--- src/sv/cbm_pkg.sv ---
// Shared types, codes and helper functions of the cartridge bank mapper.
// Used by cbm_rtc, cbm_map and the top level cartridge_bank_mapper_with_rtc.
`timescale 1ns / 1ps
`default_nettype none

package cbm_pkg;

  // Request codes.
  localparam logic [2:0] REQ_REG_WRITE = 3'd0;
  localparam logic [2:0] REQ_ROM_READ  = 3'd1;
  localparam logic [2:0] REQ_RAM_READ  = 3'd2;
  localparam logic [2:0] REQ_RAM_WRITE = 3'd3;
  localparam logic [2:0] REQ_TICK      = 3'd4;

  // Result access kinds.
  localparam logic [2:0] KIND_NONE      = 3'd0;
  localparam logic [2:0] KIND_ROM_READ  = 3'd1;
  localparam logic [2:0] KIND_RAM_READ  = 3'd2;
  localparam logic [2:0] KIND_RAM_WRITE = 3'd3;
  localparam logic [2:0] KIND_DATA      = 3'd4;

  // Configuration register indexes.
  localparam logic [1:0] CFG_ROM_ADDR_BITS = 2'd0;
  localparam logic [1:0] CFG_RAM_ADDR_BITS = 2'd1;
  localparam logic [1:0] CFG_HAS_RTC       = 2'd2;

  // Clock register selects, the low bits of the RAM bank register.
  localparam logic [2:0] RTC_SECONDS = 3'd0;
  localparam logic [2:0] RTC_MINUTES = 3'd1;
  localparam logic [2:0] RTC_HOURS   = 3'd2;
  localparam logic [2:0] RTC_DAYS    = 3'd3;
  localparam logic [2:0] RTC_FLAGS   = 3'd4;

  localparam int MaxRomAddrWidth = 21;
  localparam int MemAddrWidth    = 21;

  localparam logic [4:0] ROM_ADDR_BITS_RESET = 5'd15;
  localparam logic [3:0] RAM_ADDR_BITS_RESET = 4'd13;

  localparam logic [7:0] RAM_ENABLE_CODE = 8'h0A;
  localparam logic [7:0] FLAGS_KEEP      = 8'hC0;
  localparam logic [7:0] FLAGS_LATCH     = 8'hC1;

  // Requests from the mapper to the clock unit, at most one per item.
  typedef struct packed {
    logic       tick;
    logic       latch;
    logic       wr;
    logic [2:0] wr_sel;
    logic [7:0] wr_data;
  } rtc_ctrl_t;

  typedef struct packed {
    logic [2:0]              kind;
    logic [MemAddrWidth-1:0] mem_addr;
    logic [7:0]              write_data;
    logic [7:0]              read_data;
  } result_t;

  // Remainder by 60 of a byte, by restoring subtraction of 240, 120 and 60.
  function automatic logic [5:0] mod60(input logic [7:0] x);
    logic [7:0] r;
    r = x;
    if (r >= 8'd240) r = r - 8'd240;
    if (r >= 8'd120) r = r - 8'd120;
    if (r >= 8'd60) r = r - 8'd60;
    return r[5:0];
  endfunction

  // Remainder by 24 of a byte, by restoring subtraction of 192, 96, 48 and 24.
  function automatic logic [4:0] mod24(input logic [7:0] x);
    logic [7:0] r;
    r = x;
    if (r >= 8'd192) r = r - 8'd192;
    if (r >= 8'd96) r = r - 8'd96;
    if (r >= 8'd48) r = r - 8'd48;
    if (r >= 8'd24) r = r - 8'd24;
    return r[4:0];
  endfunction

endpackage

`default_nettype wire

--- src/sv/cbm_rtc.sv ---
// Real-time clock counters and their latched copy.
// Depends on cbm_pkg for the control struct and the remainder functions.
`timescale 1ns / 1ps
`default_nettype none

module cbm_rtc
  import cbm_pkg::*;
(
  input  wire logic       clk,
  input  wire logic       rst,
  input  wire rtc_ctrl_t  ctrl,
  input  wire logic [2:0] rd_sel,
  output logic      [7:0] rd_byte
);

  logic [7:0] seconds;
  logic [7:0] minutes;
  logic [7:0] hours;
  logic [7:0] day_low;
  logic [7:0] flags;
  logic [7:0] latched [5];

  logic       halted;
  logic [5:0] sec_mod;
  logic [5:0] min_mod;
  logic [4:0] hour_mod;
  logic [5:0] sec_inc;
  logic [5:0] min_inc;
  logic [4:0] hour_inc;
  logic       sec_carry;
  logic       min_carry;
  logic       hour_carry;
  logic [9:0] days_inc;

  logic [7:0] seconds_next;
  logic [7:0] minutes_next;
  logic [7:0] hours_next;
  logic [7:0] day_low_next;
  logic [7:0] flags_next;

  assign halted   = flags[6];
  assign sec_mod  = mod60(seconds);
  assign min_mod  = mod60(minutes);
  assign hour_mod = mod24(hours);

  // One-second carry chain over the reduced counters.
  always_comb begin
    sec_inc    = sec_mod + 6'd1;
    sec_carry  = (sec_inc == 6'd60);
    min_inc    = min_mod + {5'd0, sec_carry};
    min_carry  = (min_inc == 6'd60);
    hour_inc   = hour_mod + {4'd0, min_carry};
    hour_carry = (hour_inc == 5'd24);
    days_inc   = {1'b0, flags[0], day_low} + {9'd0, hour_carry};
  end

  always_comb begin
    seconds_next = seconds;
    minutes_next = minutes;
    hours_next   = hours;
    day_low_next = day_low;
    flags_next   = flags;
    if (ctrl.tick && !halted) begin
      seconds_next = sec_carry ? 8'd0 : {2'd0, sec_inc};
      minutes_next = min_carry ? 8'd0 : {2'd0, min_inc};
      hours_next   = hour_carry ? 8'd0 : {3'd0, hour_inc};
      day_low_next = days_inc[7:0];
      flags_next   = (flags & FLAGS_KEEP) | {days_inc[9], 6'd0, days_inc[8]};
    end else if (ctrl.latch && !halted) begin
      // Normalizing keeps the day count and clears the unused flag bits.
      seconds_next = {2'd0, sec_mod};
      minutes_next = {2'd0, min_mod};
      hours_next   = {3'd0, hour_mod};
      flags_next   = flags & FLAGS_LATCH;
    end else if (ctrl.wr) begin
      case (ctrl.wr_sel)
        RTC_SECONDS: seconds_next = ctrl.wr_data;
        RTC_MINUTES: minutes_next = ctrl.wr_data;
        RTC_HOURS:   hours_next   = ctrl.wr_data;
        RTC_DAYS:    day_low_next = ctrl.wr_data;
        RTC_FLAGS:   flags_next   = ctrl.wr_data;
        default:     flags_next   = flags;
      endcase
    end
  end

  always_ff @(posedge clk) begin
    if (rst) begin
      seconds <= '0;
      minutes <= '0;
      hours   <= '0;
      day_low <= '0;
      flags   <= '0;
      for (int i = 0; i < 5; i++) latched[i] <= '0;
    end else begin
      seconds <= seconds_next;
      minutes <= minutes_next;
      hours   <= hours_next;
      day_low <= day_low_next;
      flags   <= flags_next;
      if (ctrl.latch) begin
        latched[0] <= seconds_next & 8'h3F;
        latched[1] <= minutes_next & 8'h3F;
        latched[2] <= hours_next & 8'h1F;
        latched[3] <= day_low_next;
        latched[4] <= flags_next & FLAGS_LATCH;
      end
    end
  end

  always_comb begin
    case (rd_sel)
      RTC_SECONDS: rd_byte = latched[0];
      RTC_MINUTES: rd_byte = latched[1];
      RTC_HOURS:   rd_byte = latched[2];
      RTC_DAYS:    rd_byte = latched[3];
      RTC_FLAGS:   rd_byte = latched[4];
      default:     rd_byte = 8'd0;
    endcase
  end

endmodule

`default_nettype wire

--- src/sv/cbm_map.sv ---
// Mapper registers and request decode: bank registers, address mapping,
// and the control sent to the clock unit. Depends on cbm_pkg.
`timescale 1ns / 1ps
`default_nettype none

module cbm_map
  import cbm_pkg::*;
(
  input  wire logic        clk,
  input  wire logic        rst,
  input  wire logic        fire,
  input  wire logic [2:0]  req_type,
  input  wire logic [15:0] addr,
  input  wire logic [7:0]  data,
  input  wire logic [4:0]  rom_addr_bits,
  input  wire logic [3:0]  ram_addr_bits,
  input  wire logic        has_rtc,
  input  wire logic [7:0]  rtc_byte,
  output logic      [2:0]  rtc_sel,
  output rtc_ctrl_t        rtc_ctrl,
  output result_t          result
);

  logic [7:0] ram_enable;
  logic [7:0] rom_bank;
  logic [7:0] ram_bank;
  logic [7:0] latch_ctrl;

  logic        ram_on;
  logic        clock_sel;
  logic [6:0]  bank;
  logic [4:0]  rom_bits;
  logic [20:0] rom_mask;
  logic [20:0] rom_addr;
  logic [14:0] ram_mask;
  logic [14:0] ram_addr;
  logic        latch_wr;

  assign ram_on    = (ram_enable[3:0] == RAM_ENABLE_CODE[3:0]);
  assign clock_sel = ram_bank inside {[8'h08:8'h0C]};
  assign rtc_sel   = ram_bank[2:0];
  assign latch_wr  = (req_type == REQ_REG_WRITE) && (addr >= 16'h6000) && has_rtc;

  always_comb begin
    bank     = (rom_bank[6:0] == 7'd0) ? 7'd1 : rom_bank[6:0];
    rom_bits = (rom_addr_bits > 5'(MaxRomAddrWidth)) ? 5'(MaxRomAddrWidth) : rom_addr_bits;
    for (int i = 0; i < 21; i++) rom_mask[i] = (5'(i) < rom_bits);
    for (int i = 0; i < 15; i++) ram_mask[i] = (4'(i) < ram_addr_bits);
    rom_addr = {bank, addr[13:0]} & rom_mask;
    ram_addr = {ram_bank[1:0], addr[12:0]} & ram_mask;
  end

  always_comb begin
    rtc_ctrl = '0;
    result   = '0;
    rtc_ctrl.wr_sel  = ram_bank[2:0];
    rtc_ctrl.wr_data = data;
    case (req_type)
      REQ_REG_WRITE: begin
        rtc_ctrl.latch = fire && latch_wr && (latch_ctrl == 8'h00) && (data == 8'h01);
      end
      REQ_ROM_READ: begin
        result.kind     = KIND_ROM_READ;
        result.mem_addr = rom_addr;
      end
      REQ_RAM_READ: begin
        result.kind = KIND_DATA;
        if (!ram_on) begin
          result.read_data = 8'hFF;
        end else if (clock_sel) begin
          result.read_data = rtc_byte;
        end else begin
          result.kind     = KIND_RAM_READ;
          result.mem_addr = {6'd0, ram_addr};
        end
      end
      REQ_RAM_WRITE: begin
        if (ram_on) begin
          if (clock_sel) begin
            rtc_ctrl.wr = fire;
          end else begin
            result.kind       = KIND_RAM_WRITE;
            result.mem_addr   = {6'd0, ram_addr};
            result.write_data = data;
          end
        end
      end
      REQ_TICK: begin
        rtc_ctrl.tick = fire;
      end
      default: begin
        result.kind = KIND_NONE;
      end
    endcase
  end

  always_ff @(posedge clk) begin
    if (rst) begin
      ram_enable <= '0;
      rom_bank   <= '0;
      ram_bank   <= '0;
      latch_ctrl <= '0;
    end else if (fire && (req_type == REQ_REG_WRITE)) begin
      if (addr < 16'h2000) begin
        ram_enable <= data;
      end else if (addr < 16'h4000) begin
        rom_bank <= data;
      end else if (addr < 16'h6000) begin
        ram_bank <= data;
      end else if (latch_wr) begin
        latch_ctrl <= data;
      end
    end
  end

endmodule

`default_nettype wire

--- src/sv/cartridge_bank_mapper_with_rtc.sv ---
// Top level of the cartridge bank mapper with real-time clock: item and
// result channels, configuration registers and the two pipeline registers.
// Depends on cbm_pkg, cbm_map and cbm_rtc.
//
// Usage: each request item (req_type, addr, data) is taken on item_valid and
// item_ready; exactly one result item (access_kind, mem_addr, write_data,
// read_data) comes back on result_valid and result_ready, in order.
// An accepted item sits in the input register, where the decode, bank and
// clock updates are done, and its result is then held in the result
// register: result_valid rises when the item leaves the input register, and
// the result handshake comes at an edge where result_ready is high.
// Throughput is one item per cycle while result_ready is held high; the input
// register and the result register each hold one item, so one new item is
// taken while a result waits. When the receiver stalls, both registers fill
// and item_ready drops until result_ready returns.
// Configuration registers are written through cfg_we, cfg_index and cfg_data
// and must be written only while no item is in flight.
// Reset (rst, synchronous) empties both registers, clears the mapper and
// clock registers and loads the configuration reset values.
`timescale 1ns / 1ps
`default_nettype none

module cartridge_bank_mapper_with_rtc
  import cbm_pkg::*;
(
  input  wire logic        clk,
  input  wire logic        rst,
  input  wire logic        item_valid,
  output logic             item_ready,
  input  wire logic [2:0]  req_type,
  input  wire logic [15:0] addr,
  input  wire logic [7:0]  data,
  output logic             result_valid,
  input  wire logic        result_ready,
  output logic      [2:0]  access_kind,
  output logic      [20:0] mem_addr,
  output logic      [7:0]  write_data,
  output logic      [7:0]  read_data,
  input  wire logic        cfg_we,
  input  wire logic [1:0]  cfg_index,
  input  wire logic [4:0]  cfg_data
);

  logic [4:0] rom_addr_bits;
  logic [3:0] ram_addr_bits;
  logic       has_rtc;

  logic        stage_valid;
  logic [2:0]  stage_req;
  logic [15:0] stage_addr;
  logic [7:0]  stage_data;

  logic      advance;
  logic      fire;
  result_t   result;
  result_t   result_next;
  rtc_ctrl_t rtc_ctrl;
  logic [2:0] rtc_sel;
  logic [7:0] rtc_byte;

  assign advance    = !result_valid || result_ready;
  assign fire       = stage_valid && advance;
  assign item_ready = !stage_valid || advance;

  always_ff @(posedge clk) begin
    if (rst) begin
      rom_addr_bits <= ROM_ADDR_BITS_RESET;
      ram_addr_bits <= RAM_ADDR_BITS_RESET;
      has_rtc       <= 1'b1;
    end else if (cfg_we) begin
      case (cfg_index)
        CFG_ROM_ADDR_BITS: rom_addr_bits <= cfg_data;
        CFG_RAM_ADDR_BITS: ram_addr_bits <= cfg_data[3:0];
        CFG_HAS_RTC:       has_rtc       <= cfg_data[0];
        default:           has_rtc       <= has_rtc;
      endcase
    end
  end

  always_ff @(posedge clk) begin
    if (rst) begin
      stage_valid <= 1'b0;
    end else if (item_ready) begin
      stage_valid <= item_valid;
    end
  end

  always_ff @(posedge clk) begin
    if (item_ready && item_valid) begin
      stage_req  <= req_type;
      stage_addr <= addr;
      stage_data <= data;
    end
  end

  always_ff @(posedge clk) begin
    if (rst) begin
      result_valid <= 1'b0;
    end else if (advance) begin
      result_valid <= stage_valid;
    end
  end

  always_ff @(posedge clk) begin
    if (fire) begin
      result <= result_next;
    end
  end

  cbm_map u_map (
    .clk           (clk),
    .rst           (rst),
    .fire          (fire),
    .req_type      (stage_req),
    .addr          (stage_addr),
    .data          (stage_data),
    .rom_addr_bits (rom_addr_bits),
    .ram_addr_bits (ram_addr_bits),
    .has_rtc       (has_rtc),
    .rtc_byte      (rtc_byte),
    .rtc_sel       (rtc_sel),
    .rtc_ctrl      (rtc_ctrl),
    .result        (result_next)
  );

  cbm_rtc u_rtc (
    .clk     (clk),
    .rst     (rst),
    .ctrl    (rtc_ctrl),
    .rd_sel  (rtc_sel),
    .rd_byte (rtc_byte)
  );

  assign access_kind = result.kind;
  assign mem_addr    = result.mem_addr;
  assign write_data  = result.write_data;
  assign read_data   = result.read_data;

endmodule

`default_nettype wire

--- config.mk ---
export PLATFORM = sky130hd
export DESIGN_NAME = cartridge_bank_mapper_with_rtc
export DESIGN_NICKNAME = d
export VERILOG_FILES = /design/src/sv/cbm_pkg.sv /design/src/sv/cbm_rtc.sv /design/src/sv/cbm_map.sv /design/src/sv/cartridge_bank_mapper_with_rtc.sv
export SDC_FILE = /design/constraint.sdc
export NUM_CORES = 1
export LEC_CHECK = 0
export ABC_AREA = 1
export BUFFER_PORTS_ARGS = -buffer_cell sky130_fd_sc_hd__buf_4
export CORE_ASPECT_RATIO = 0.6
export CORE_UTILIZATION = 50
export CTS_CLUSTER_SIZE = 16
export DETAILED_ROUTE_END_ITERATION = 6
export PLACE_DENSITY = 0.67
export SYNTH_ARGS = -nofsm -noshare
export SYNTH_HDL_FRONTEND = slang
export SYNTH_SLANG_ARGS = --single-unit
--- constraint.sdc ---
create_clock -name clk -period 10 [get_ports clk]
set_clock_uncertainty 0.15 [all_clocks]
set_input_delay 1 -clock clk [delete_from_list [all_inputs] [get_ports clk]]
set_output_delay 1 -clock clk [all_outputs]
set_load 0.05 [all_outputs]
==> impl_metrics.ini <==
[worst_setup_path]
r2r_cells = 49
critPathKind = reg -> reg
worst_path_max_delay_cell = dfxtp_1
end_kind = register
cp-start-kind = register
worstReg2RegStart = u_rtc.seconds[0]
path_max_fanout = 5
reg2reg_slack_ns = 3.25
cp_slowest_stage_delay_ns = 0.40
crit_top_cell = nand2_1
regToRegEndpoint = u_rtc.latched[0][32]
cp_data_required_time_ns = 10.15
arrival_ns = 6.89

[synth]
synth_edf_count = 95
postSynthAreaPerCell_um2 = 8.30
async_flop_share_pct = 0
synth_ff_type = edfxtp_1
ys_seq_area_share_pct = 50.4
synth-seq-cells = 169
synthCells = 1036
synthesis.area_mm2 = 0.00860
yosysWarnings = 0
synth_fp_nets = 1092
synth_cell_types = 55

[clocking]
cts-root-buf = clkbuf_16
cts-hold-fix-buffers = 0
cts_tree = built
numCtsBuffers = 17
post_cts_buffers = 0
clk_pin_slew_ns = 0.07
clockBufferDepth = 2
worstSkewPairLatency_ns = 0.43
cts_max_level = 4
cts_sinks = 169
ctsResizeCount = 0

[pwr]
power_density_mw_per_mm2 = 154
vdd_drop_max_v = 0.000104
p_leak_nw = 4.12

[die]
core_area_mm2 = 0.0165
start_util_pct = 52.0
die_h_um = 104
rows = 36
die_x_um = 171
die_area_mm2 = 0.0177
pin_count = 81

[global_route]
grt_use_total_pct = 27.0
grt.overflow.total = 0
grt_pass1_vias = 6384
grt_pass1_wl_um = 36000
antenna_found_initial = 0
grt_max_degree = 47

[timing]
setup_tns_ns = 0
drv_slew = 0
hold_violations = 0
slew_headroom_pct = 25.9
max_freq_mhz = 148
report.final.setup_viol = 0
period_minus_slack_ns = 6.75
worst_slew_pin_slew_ns = 1.11
setup_slack_ns = 3.25
rsz0062_at_grt = false
period_share_pct = 67.5

[flow_run]
maxCapViolCount = 0

[placement]
numPortBuffers = 80
dp_slack_ns = 3.46
placed_cells = 1328
hpwl_um = 17400
gp_congestion = 0.987

[route]
vias_per_cell = 5.45
wire_per_inst_um = 17.1
first_pass_iters = 6
drtAntennaViolNets = 0
vias = 7408
drt_iter0_drc = 836
wl_um = 23300
drc = 0

[layout]
multi_input_area_mm2 = 0.00358
final_cell_count_no_fill = 1360
largest-register = u_rtc.latched
fill_cells = 1459
largest_reg_flops = 28
nNetsFinal = 1175
seq_area_mm2 = 0.00433
finish.utilization_pct = 60.7
syn_to_final_growth_pct = 16.8
n_antenna_cell = 0
drive_above_1_share_pct = 14.0

[worst_hold_path]
min_from = u_map.ram_bank[3]
min_path_cells = 2
holdPathEnd = u_map.ram_bank[3]
hp-class = reg -> reg

[run_status]
status = finished clean
cell usage in the layout, fill, tap and decap left out, types with 4 or more instances in the layout:
cell	n
o22ai_1	5
inv_1	153
buf_4	85
nand2_2	13
o21ai_1	4
inv_6	4
o21ai_0	66
nand3_1	51
ha_1	17
clkbuf_16	17
a21boi_0	4
a22o_1	5
o21a_1	4
xor2_1	8
and2_1	5
a31oi_1	7
a221oi_1	5
nor2_1	111
dfxtp_1	74
inv_2	4
a21oi_1	91
nor3_1	13
nand2_1	195
nand3b_1	4
o211ai_1	12
nor4_1	6
o21ai_2	5
nand2_4	4
nand4_1	15
edfxtp_1	95
synth_stat cells (all sizes together), types with 2 or more instances:
cell    count  area, um2
clkinv      2       7.51
a22o        5       43.8
inv       158        593
a22oi       2       15.0
a31oi       7       43.8
nand4      15       93.8
o31ai       3       22.5
ha         17        213
nand2     212        858
nand3      55        310
xor2       10        103
a221oi      5       43.8
o21a        4       30.0
nand3b      5       41.3
a21boi      5       37.5
nor4        6       37.5
or2         2       12.5
a21oi      92        464
edfxtp     95       2850
o21ai      75        394
clkbuf     15       56.3
o22ai       5       31.3
dfxtp      74       1480
nor2      116        463
nor3b       2       15.0
and2        6       37.5
mux2i       2       20.0
buf         6       26.3
xnor2       2       17.5
nor3       14       81.3
o211ai     12       90.1
layout make-up:
type	instances	share of cell area [%]
flip-flops and latches	169	43.2
multi-input cells	686	35.7
repair buffers	85	6.36
inverters	160	5.98
clock buffers	17	4.24
well taps	228	2.84
clock inverters	15	1.75
kinds of logic after synthesis:
| family | synth area share (%) |
|---|---|
| buffers and inverters | 7.95 |
| AND/OR/NAND/NOR | 22.8 |
| XOR/XNOR | 1.40 |
| adder cells (fa/ha/maj) | 2.47 |
| flip-flops | 50.4 |
| AO/OA/AOI/OAI | 14.8 |
| multiplexers | 0.233 |
how the worst max path moves through the flow:
stage,slack [ns],end,depth (start not counted),start
finish,3.25,u_rtc.latched[0][32],49,u_rtc.seconds[0]
floorplan,4.23,u_rtc.latched[0][32],49,u_rtc.seconds[0]
CTS,3.39,u_rtc.latched[0][32],49,u_rtc.seconds[0]
global placement,3.76,u_rtc.latched[0][39],50,u_rtc.seconds[0]
detailed placement,3.46,u_rtc.latched[0][32],49,u_rtc.seconds[0]
global route,2.68,u_rtc.latched[0][32],50,u_rtc.seconds[0]
worst max-delay path: cells and delay by family (launching register included):
kind                       cells  cell delay, ns
AOI/OAI and AO/OA              1            0.19
buffers and inverters          8            0.63
adders and majority gates      8            1.51
and+or+nand+nor               30            3.32
DFF                            1            0.40
xor gates and xnor gates       2            0.41
layer usage:
layer / vias to the layer above / wire length [um] / GRT usage, %
li1: 3638 / - / -
met3: 21 / 2810 / 6.23
met4: 0 / 222 / 6.63
met5: - / 0 / 0
met2: 393 / 8030 / 30.0
met1: 3356 / 12200 / 48.4
through the flow:
stage | instance area [um2] | hold WS [ns] | power, mW
finish | 10000 | 0.303 | 1.55
global route | 10000 | 0.319 | 1.59
CTS | 10000 | 0.304 | 1.55
detailed placement | 9440 | 0.291 | 0.892
global placement | 9440 | 0.288 | 0.891
floorplan | 8600 | 0.271 | 0.845
power by group:
group | internal, mW | switching (mW)
sequential | 0.756 | 0.0126
combinational | 0.0309 | 0.0783
clock | 0.357 | 0.312
Note: power is estimated with default switching activity, not from simulation.
